`config.mk`:
```
export PLATFORM = sky130hd
export DESIGN_NAME = periodic_timer_bank_unit
export DESIGN_NICKNAME = d
export VERILOG_FILES = /design/src/rtl/ptb_pkg.sv /design/src/rtl/ptb_ram.sv /design/src/rtl/periodic_timer_bank_unit.sv
export SDC_FILE = /design/constraint.sdc
export NUM_CORES = 2
export LEC_CHECK = 0
export CAP_MARGIN = 20
export CORE_ASPECT_RATIO = 1.2
export CORE_UTILIZATION = 35
export CTS_BUF_LIST = sky130_fd_sc_hd__clkbuf_4
export DETAILED_ROUTE_END_ITERATION = 7
export DONT_BUFFER_PORTS = 1
export GPL_TIMING_DRIVEN = 0
export PLACE_DENSITY = 0.48
export SKIP_CTS_REPAIR_TIMING = 1
export SLEW_MARGIN = 40
export SYNTH_ARGS = -nofsm -noshare
export SYNTH_HDL_FRONTEND = slang
export SYNTH_SLANG_ARGS = --single-unit
```
`constraint.sdc`:
```
create_clock -name clk -period 9.1 [get_ports clk]
set_clock_uncertainty 0.15 [all_clocks]
set_input_delay 0 -clock clk [delete_from_list [all_inputs] [get_ports clk]]
set_output_delay 0 -clock clk [all_outputs]
set_load 0.02 [all_outputs]
```
`src/rtl/ptb_pkg.sv`:
```
package ptb_pkg;
  typedef enum logic [1:0] {
    OP_ADD = 2'd0,
    OP_REMOVE = 2'd1,
    OP_ADVANCE = 2'd2
  } op_t;
  typedef enum logic [2:0] {
    K_ADDED = 3'd0,
    K_REMOVED = 3'd1,
    K_FIRED = 3'd2,
    K_SOONEST = 3'd3,
    K_ERROR = 3'd4
  } kind_t;
  localparam logic [31:0] ALL_ONES = 32'hffffffff;
endpackage

```
`src/rtl/ptb_ram.sv`:
```
module ptb_ram #(
  parameter int WIDTH = 32,
  parameter int DEPTH = 16
) (
  input  logic                     clk,
  input  logic                     we,
  input  logic [$clog2(DEPTH)-1:0] waddr,
  input  logic [WIDTH-1:0]         wdata,
  input  logic [$clog2(DEPTH)-1:0] raddr,
  output logic [WIDTH-1:0]         rdata
);
  logic [WIDTH-1:0] mem [DEPTH];
  always_ff @(posedge clk) begin
    if (we) begin
      mem[waddr] <= wdata;
    end
    rdata <= mem[raddr];
  end
endmodule

```
`src/rtl/periodic_timer_bank_unit.sv`:
```
// channel  dir  tdata fields (low bit up)                tuser / tlast
// s_axis   in   op[1:0] period[33:2] slot[37:34] amount[69:38]  tuser=tag
// m_axis   out  kind[2:0] slot_out[6:3] soonest[38:7]     tuser=tag_out, tlast=last
// Add: a 33-step restoring divide for total mod period.
// Remove: one RAM read and copy per store. Advance: each live timer in turn
// is read, run through the shared serial divider and written back.
// Reset clears the timer count and elapsed total; table contents stay.
// A result waits in the output register; the sequencer halts only when its next result is ready while that one is held.
module periodic_timer_bank_unit
  import ptb_pkg::*;
#(
  parameter int MAX_TIMERS = 16
) (
  input  logic        clk,
  input  logic        rst,
  input  logic        s_axis_tvalid,
  output logic        s_axis_tready,
  input  logic [71:0] s_axis_tdata,   // op, period, slot, amount, pad
  input  logic [7:0]  s_axis_tuser,   // tag
  output logic        m_axis_tvalid,
  input  logic        m_axis_tready,
  output logic [39:0] m_axis_tdata,   // kind, slot_out, soonest, pad
  output logic [7:0]  m_axis_tuser,   // tag_out
  output logic        m_axis_tlast    // last
);
  localparam int AW = (MAX_TIMERS > 1) ? $clog2(MAX_TIMERS) : 1;
  localparam int CW = $clog2(MAX_TIMERS + 1);

  typedef enum logic [3:0] {
    S_IDLE, S_DECODE, S_RDREM, S_CPREM, S_RDADV, S_LDADV, S_DIV, S_ADDW,
    S_ADVW, S_NEXT, S_EMIT
  } state_t;

  state_t state;
  logic [1:0]    op;
  logic [31:0]   period, amount, total, soon;
  logic [7:0]    tag;
  logic [3:0]    slot_in;
  logic [CW-1:0] count;
  logic [AW-1:0] idx;
  logic [32:0]   rem;
  logic [32:0]   quo;
  logic [31:0]   dvs;
  logic [5:0]    step;
  logic          due, is_add;
  logic [2:0]    res_kind;
  logic [3:0]    res_slot;
  logic [7:0]    res_tag;
  logic [31:0]   res_soon;
  logic          res_last;
  logic [2:0]    o_kind;
  logic [3:0]    o_slot;
  logic [7:0]    o_tag;
  logic [31:0]   o_soon;
  logic          o_last, o_valid;
  state_t        after_emit;

  logic          we;
  logic [AW-1:0] waddr, raddr;
  logic [31:0]   wper, wph, rper, rph;
  logic [7:0]    wtag, rtag;

  ptb_ram #(.WIDTH(32), .DEPTH(MAX_TIMERS)) u_per (
    .clk, .we, .waddr, .wdata(wper), .raddr, .rdata(rper));
  ptb_ram #(.WIDTH(32), .DEPTH(MAX_TIMERS)) u_ph (
    .clk, .we, .waddr, .wdata(wph), .raddr, .rdata(rph));
  ptb_ram #(.WIDTH(8), .DEPTH(MAX_TIMERS)) u_tag (
    .clk, .we, .waddr, .wdata(wtag), .raddr, .rdata(rtag));

  logic [33:0] trial;
  logic [32:0] rem_sh;
  logic [31:0] left;
  assign rem_sh = {rem[31:0], quo[32]};
  assign trial  = {1'b0, rem_sh} - {2'b0, dvs};
  assign left   = dvs - rem[31:0];

  assign s_axis_tready = (state == S_IDLE);
  assign m_axis_tvalid = o_valid;
  assign m_axis_tdata  = {1'b0, o_soon, o_slot, o_kind};
  assign m_axis_tuser  = o_tag;
  assign m_axis_tlast  = o_last;

  always_comb begin
    we = 1'b0;
    waddr = idx;
    raddr = idx;
    wper = period;
    wph = rem[31:0];
    wtag = tag;
    case (state)
      S_RDREM: raddr = AW'(count - CW'(1));
      S_CPREM: begin
        we = 1'b1; waddr = AW'(slot_in);
        wper = rper; wph = rph; wtag = rtag;
      end
      S_ADDW: begin we = 1'b1; waddr = count[AW-1:0]; end
      S_ADVW: begin we = 1'b1; wper = dvs; wtag = rtag; end
      default: ;
    endcase
  end

  always_ff @(posedge clk) begin
    if (rst) begin
      state <= S_IDLE;
      count <= '0;
      total <= '0;
      o_valid <= 1'b0;
    end else begin
      if (o_valid && m_axis_tready && state != S_EMIT) o_valid <= 1'b0;
      case (state)
        S_IDLE: if (s_axis_tvalid) begin
          op <= s_axis_tdata[1:0];
          period <= s_axis_tdata[33:2];
          slot_in <= s_axis_tdata[37:34];
          amount <= s_axis_tdata[69:38];
          tag <= s_axis_tuser;
          state <= S_DECODE;
        end
        S_DECODE: begin
          res_kind <= K_ERROR; res_slot <= '0; res_tag <= '0; res_soon <= '0;
          res_last <= 1'b1; after_emit <= S_IDLE; state <= S_EMIT;
          case (op)
            OP_ADD: if (period != '0 && count < CW'(MAX_TIMERS)) begin
              is_add <= 1'b1; dvs <= period; rem <= '0;
              quo <= {1'b0, total}; step <= '0; state <= S_DIV;
            end
            OP_REMOVE: if (32'(slot_in) < 32'(count)) begin
              state <= S_RDREM;
            end
            OP_ADVANCE: begin
              total <= total + amount; soon <= ALL_ONES; idx <= '0;
              is_add <= 1'b0; state <= (count == '0) ? S_NEXT : S_RDADV;
            end
            default: ;
          endcase
        end
        S_RDREM: state <= S_CPREM;
        S_CPREM: begin
          count <= count - CW'(1);
          res_kind <= K_REMOVED; res_slot <= slot_in; state <= S_EMIT;
        end
        S_RDADV: state <= S_LDADV;
        S_LDADV: begin
          quo <= {1'b0, rph} + {1'b0, amount};
          due <= ({1'b0, rph} + {1'b0, amount}) >= {1'b0, rper};
          dvs <= rper; rem <= '0; step <= '0; state <= S_DIV;
        end
        S_DIV: begin
          if (!trial[33]) rem <= trial[32:0];
          else rem <= rem_sh;
          quo <= {quo[31:0], 1'b0};
          step <= step + 6'd1;
          if (step == 6'd32) state <= is_add ? S_ADDW : S_ADVW;
        end
        S_ADDW: begin
          count <= count + CW'(1);
          res_kind <= K_ADDED; res_slot <= 4'(count); state <= S_EMIT;
        end
        S_ADVW: begin
          if (left < soon) soon <= left;
          if (due) begin
            res_kind <= K_FIRED; res_slot <= 4'(idx); res_tag <= rtag;
            res_last <= 1'b0; after_emit <= S_NEXT; state <= S_EMIT;
          end else state <= S_NEXT;
        end
        S_NEXT: begin
          if (32'(idx) + 32'd1 < 32'(count) && count != '0) begin
            idx <= idx + AW'(1); state <= S_RDADV;
          end else begin
            res_kind <= K_SOONEST; res_slot <= '0; res_tag <= '0; res_soon <= soon;
            res_last <= 1'b1; after_emit <= S_IDLE; state <= S_EMIT;
          end
        end
        S_EMIT: if (!o_valid || m_axis_tready) begin
          o_kind <= res_kind; o_slot <= res_slot; o_tag <= res_tag;
          o_soon <= res_soon; o_last <= res_last;
          o_valid <= 1'b1; state <= after_emit;
        end
        default: state <= S_IDLE;
      endcase
    end
  end

  a_count: assert property (@(posedge clk) disable iff (rst)
    count <= CW'(MAX_TIMERS)) else $error("count overflow");
  a_hold: assert property (@(posedge clk) disable iff (rst)
    m_axis_tvalid && !m_axis_tready |=> m_axis_tvalid && $stable(m_axis_tdata))
    else $error("output dropped");
  a_busy: assert property (@(posedge clk) disable iff (rst)
    s_axis_tvalid && s_axis_tready |=> !s_axis_tready) else $error("not busy");
endmodule

```
==> results.txt <==
----------------------------------------------------
[Synthesis]
  Synth async-reset ratio ... 0%
  Post-synth top area share ... 63.9%
  Syn. warnings ... 0
  Synthesized net count ... 6001
  Top-count cell post-synth ... edfxtp_1
  Synthesized netlist cell count ... 5711
  Cell type contributing the most total cell area after synthesis ... edfxtp_1
  Largest cells by area after synthesis ... edfxtp_1 64%, nand2_1 7.9%, ha_1 3.7%, dfxtp_1 3.3%, a311oi_1 2.8%
  Post-synth EDFFs ... 1468
  Post-Syn Area per Cell ... roughly 12 µm²
  Synth unique cells ... 75
  Fraction of the yosys area taken by sequential cells ... 67.2%
  Flip-flop and latch count after synthesis ... about 1600
  Post-synth top flop ... edfxtp_1
  Post-synthesis instance area ... about 69000 µm²
  Most used standard cells in the synthesized netlist ... 1468 x edfxtp_1, 1443 x nand2_1, 326 x nand3_1

[Global route]
  GR Util All Layers ... between 20% and 30%
  Most heavily used metal layer in global routing ... met2
  Met1 usage in global routing ... a little over a quarter
  Wire length of the first global-routing pass ... approximately 340 mm
  Initial antenna violation count ... 6
  Maximum number of pins on one net before global-route repair ... 38
  Routing usage on met3 ... under 10%
  Vias in the first global route ... 48400
  Global Route met2 Usage ... roughly two fifths
  Gr ovfl total ... 0

[Placement]
  Routability cong. ... 0.968
  Buffers added on ports ... 0
  DP Worst Slack ... 2340 ps
  Post-detailed-placement half-perimeter wirelength ... 177 mm
  Inst Count DP ... 8438

[Floorplan]
  Vertical extent of the die ... ~490 µm
  Horizontal extent of the die ... around 410 µm
  Die area ... between 150000 and 200000 µm²
  Initial cell density of the core ... 35.2%
  Std-Cell Core Area ... approximately 200000 µm²
  Row count ... 178
  Top-level I/O count ... 135

[Routing]
  Routed wirelength normalized by instance count ... 25.4 µm
  Starting DRC count in detailed routing ... roughly 3700
  Remaining routing DRC violations ... 0
  Remaining antenna violation count ... 0
  Routed wire length ... 238 mm
  Routed vias/inst ... 5.22
  Total iterations of the first detailed-routing run ... 8
  Overall via count from detail_route ... around 50000

[Layout]
  Share of final-layout standard cells stronger than drive strength 1 ... 13.8%
  Area growth from synthesis to final layout ... 19.1%
  Number of fill cells in the layout ... 18600
  Share of the core filled with cells in the final layout ... 41.9%
  Post-layout net count ... 6773
  Number of cells in the finished layout apart from fillers ... 9383

[Clocking]
  CTS Buf Count ... 406
  Clk sinks ... about 1600
  CTS Root Buffer Type ... clkbuf_4
  Clock tree buffer depth ... 4
  Clock tree from TritonCTS ... built
  Total number of H-tree levels ... 5
  Clock-pin slew of the registers on the worst-case setup and hold paths ... 70 ps
  Worst-skew pair later-pin latency ... 1380 ps

[Critical path]
  Crit path required time ... ~10000 ps
  Data arrival time of the critical path ... 7290 ps
  CP Class ... register to register
  Type of element launching the critical path ... register
  Critical Path Start ... dvs[0]$_DFFE_PP_
  Max Fanout on Critical Path ... 11
  Endpoint class of the critical path ... register
  Start of the worst register-to-register path ... dvs[0]$_DFFE_PP_

[Timing]
  Headroom to the max-slew limit ... 39.0%
  Final Hold Vio Count ... 0
  Total negative slack ... 0 ps
  Min cycle time layout ... around 6400 ps
  Final hold slack ... 123 ps
  Max Fclk ... 0.157 GHz
  Worst Tran Pin Value ... 915 ps
  Final Max Tran Viols ... 0
  Final setup violation count ... 0
  Unrepaired setup endpoints after global routing ... no
  Min setup slack post-route ... between 2000 and 3000 ps
  Post-route fraction of the period consumed by the critical path ... 70.1%

[Outcome]
  Result of the run ... finished, final reports clean

[Power and ir drop]
  Logic pwr share ... 33.1%
  Switching power as a share of total power ... 38.1%
  Part of the power in the clock network ... 25.9%
  Seq pwr share ... 41.0%
  Worst IR drop on VDD ... between 0.0001 and 0.00015 V
  Power density cells ... between 200 and 300 nW/µm²
  Leakage power of the design ... 30.2 nW
  Internal power component ... 0.0144 W
  Net Switching ... 0.00885 W

[Hold path]
  Hold/Removal Path Class ... input port to register
  Hold Startpoint ... s_axis_tvalid

[Flow run]
  MaxCap Viol Count ... 0

----------------------------------------------------
[cells by family (layout without fill, tap and decap cells)]
logic type,after synthesis,count (layout),share of synthesized area [%]
AOI/OAI and AO/OA,1002,1002,10.0
xor gates and xnor gates,114,114,1.45
adders and majority gates,206,206,3.78
buffers and inverters,485,1537,2.79
DFF,1582,1582,67.2
muxes,13,13,0.205
other,1,11,0.00544
and+or+nand+nor,2308,2308,14.5
[cell usage in the layout (no fill, tap or decap), types with 25 or more instances in the layout]
master            n
edfxtp_1       1468
nand2_1        1443
clkbuf_4        605
nand3_1         325
dlygate4sd3_1   247
a21oi_1         245
a311oi_1        217
ha_1            202
clkbuf_1        188
and3_1          174
inv_1           165
nor2_1          131
o21ai_0         115
dfxtp_1         114
a21o_1           87
a31oi_1          85
xnor2_1          76
clkinv_1         69
buf_2            63
buf_8            61
nor3_1           52
nand2b_1         48
xor2_1           38
buf_1            36
buf_16           34
o21ai_2          33
a221o_1          29
nand4_1          27
nor2b_1          26
clkbuf_2         26
a22oi_1          26
a211oi_1         25
[metal layers]
metal	routed length, µm	vias up
li1	-	22900
met1	94600	24300
met2	119000	1415
met3	11400	371
met4	12500	0
met5	0	-
[final cells by class]
| class | instances | area (µm²) | share of cell area, % |
|---|---|---|---|
| Clock inverter | 83 | 399 | 0.486 |
| Sequential cell | 1582 | 46400 | 56.5 |
| Timing Repair Buffer | 364 | 4530 | 5.52 |
| Tap cell | 2610 | 3270 | 3.98 |
| Buffer | 319 | 1340 | 1.63 |
| Clock buffer | 605 | 4540 | 5.53 |
| Antenna cell | 10 | 25.0 | 0.0305 |
| Inverter | 166 | 623 | 0.759 |
| Multi-Input combinational cell | 3644 | 21000 | 25.6 |
[critical path: stages, from the launching register on]
cell and delay [ps]:
edfxtp_1 540, inv_1 100, ha_1 170, inv_1 60, fa_1 390, a21oi_1 200
o21ai_0 190, a211oi_2 510, o221ai_1 260, o21ai_0 450, nand2_1 160, a211oi_1 250
nor2_1 80, xor2_1 160, ha_1 190, a21o_1 170, a21oi_1 160, nor2b_1 60
o21ai_0 170, nand2b_1 80, a21oi_1 160, nor2b_1 60, o21ai_0 130, nand2_1 120
a221oi_4 380, buf_4 250, buf_4 220, buf_4 230
[through the flow]
stage,power (W),area [µm²]
after CTS,0.0233,79600
after detailed placement,0.0173,74700
final,0.0232,82100
after global placement,0.0170,72200
after global routing,0.0244,82100
after floorplan,0.0138,68900
[registers in the layout (all words and copies together) (netlist names), 33 cells and up]
name / flops
u_ph.mem: 512
u_tag.mem: 128
quo: 33
u_per.mem: 512
[power groups by stage]
stage / combinational (W) / clock (W) / sequential [W]
after global placement: 0.00726 / 0 / 0.00975
after floorplan: 0.00439 / 0 / 0.00938
after CTS: 0.00761 / 0.00617 / 0.00953
after global routing: 0.00831 / 0.00653 / 0.00956
final: 0.00770 / 0.00602 / 0.00953
after detailed placement: 0.00758 / 0 / 0.00968
[final timing paths]
path	depth (start not counted)	slack, ps	to
min reg2reg	0	250	o_kind[1]$_DFFE_PP_
max reg2reg	27	2720	soon[7]$_SDFFCE_PN1P_
min	3	120	op[0]$_DFFE_PP_
max	27	2720	soon[7]$_SDFFCE_PN1P_
(Power assumes the default switching activity.)
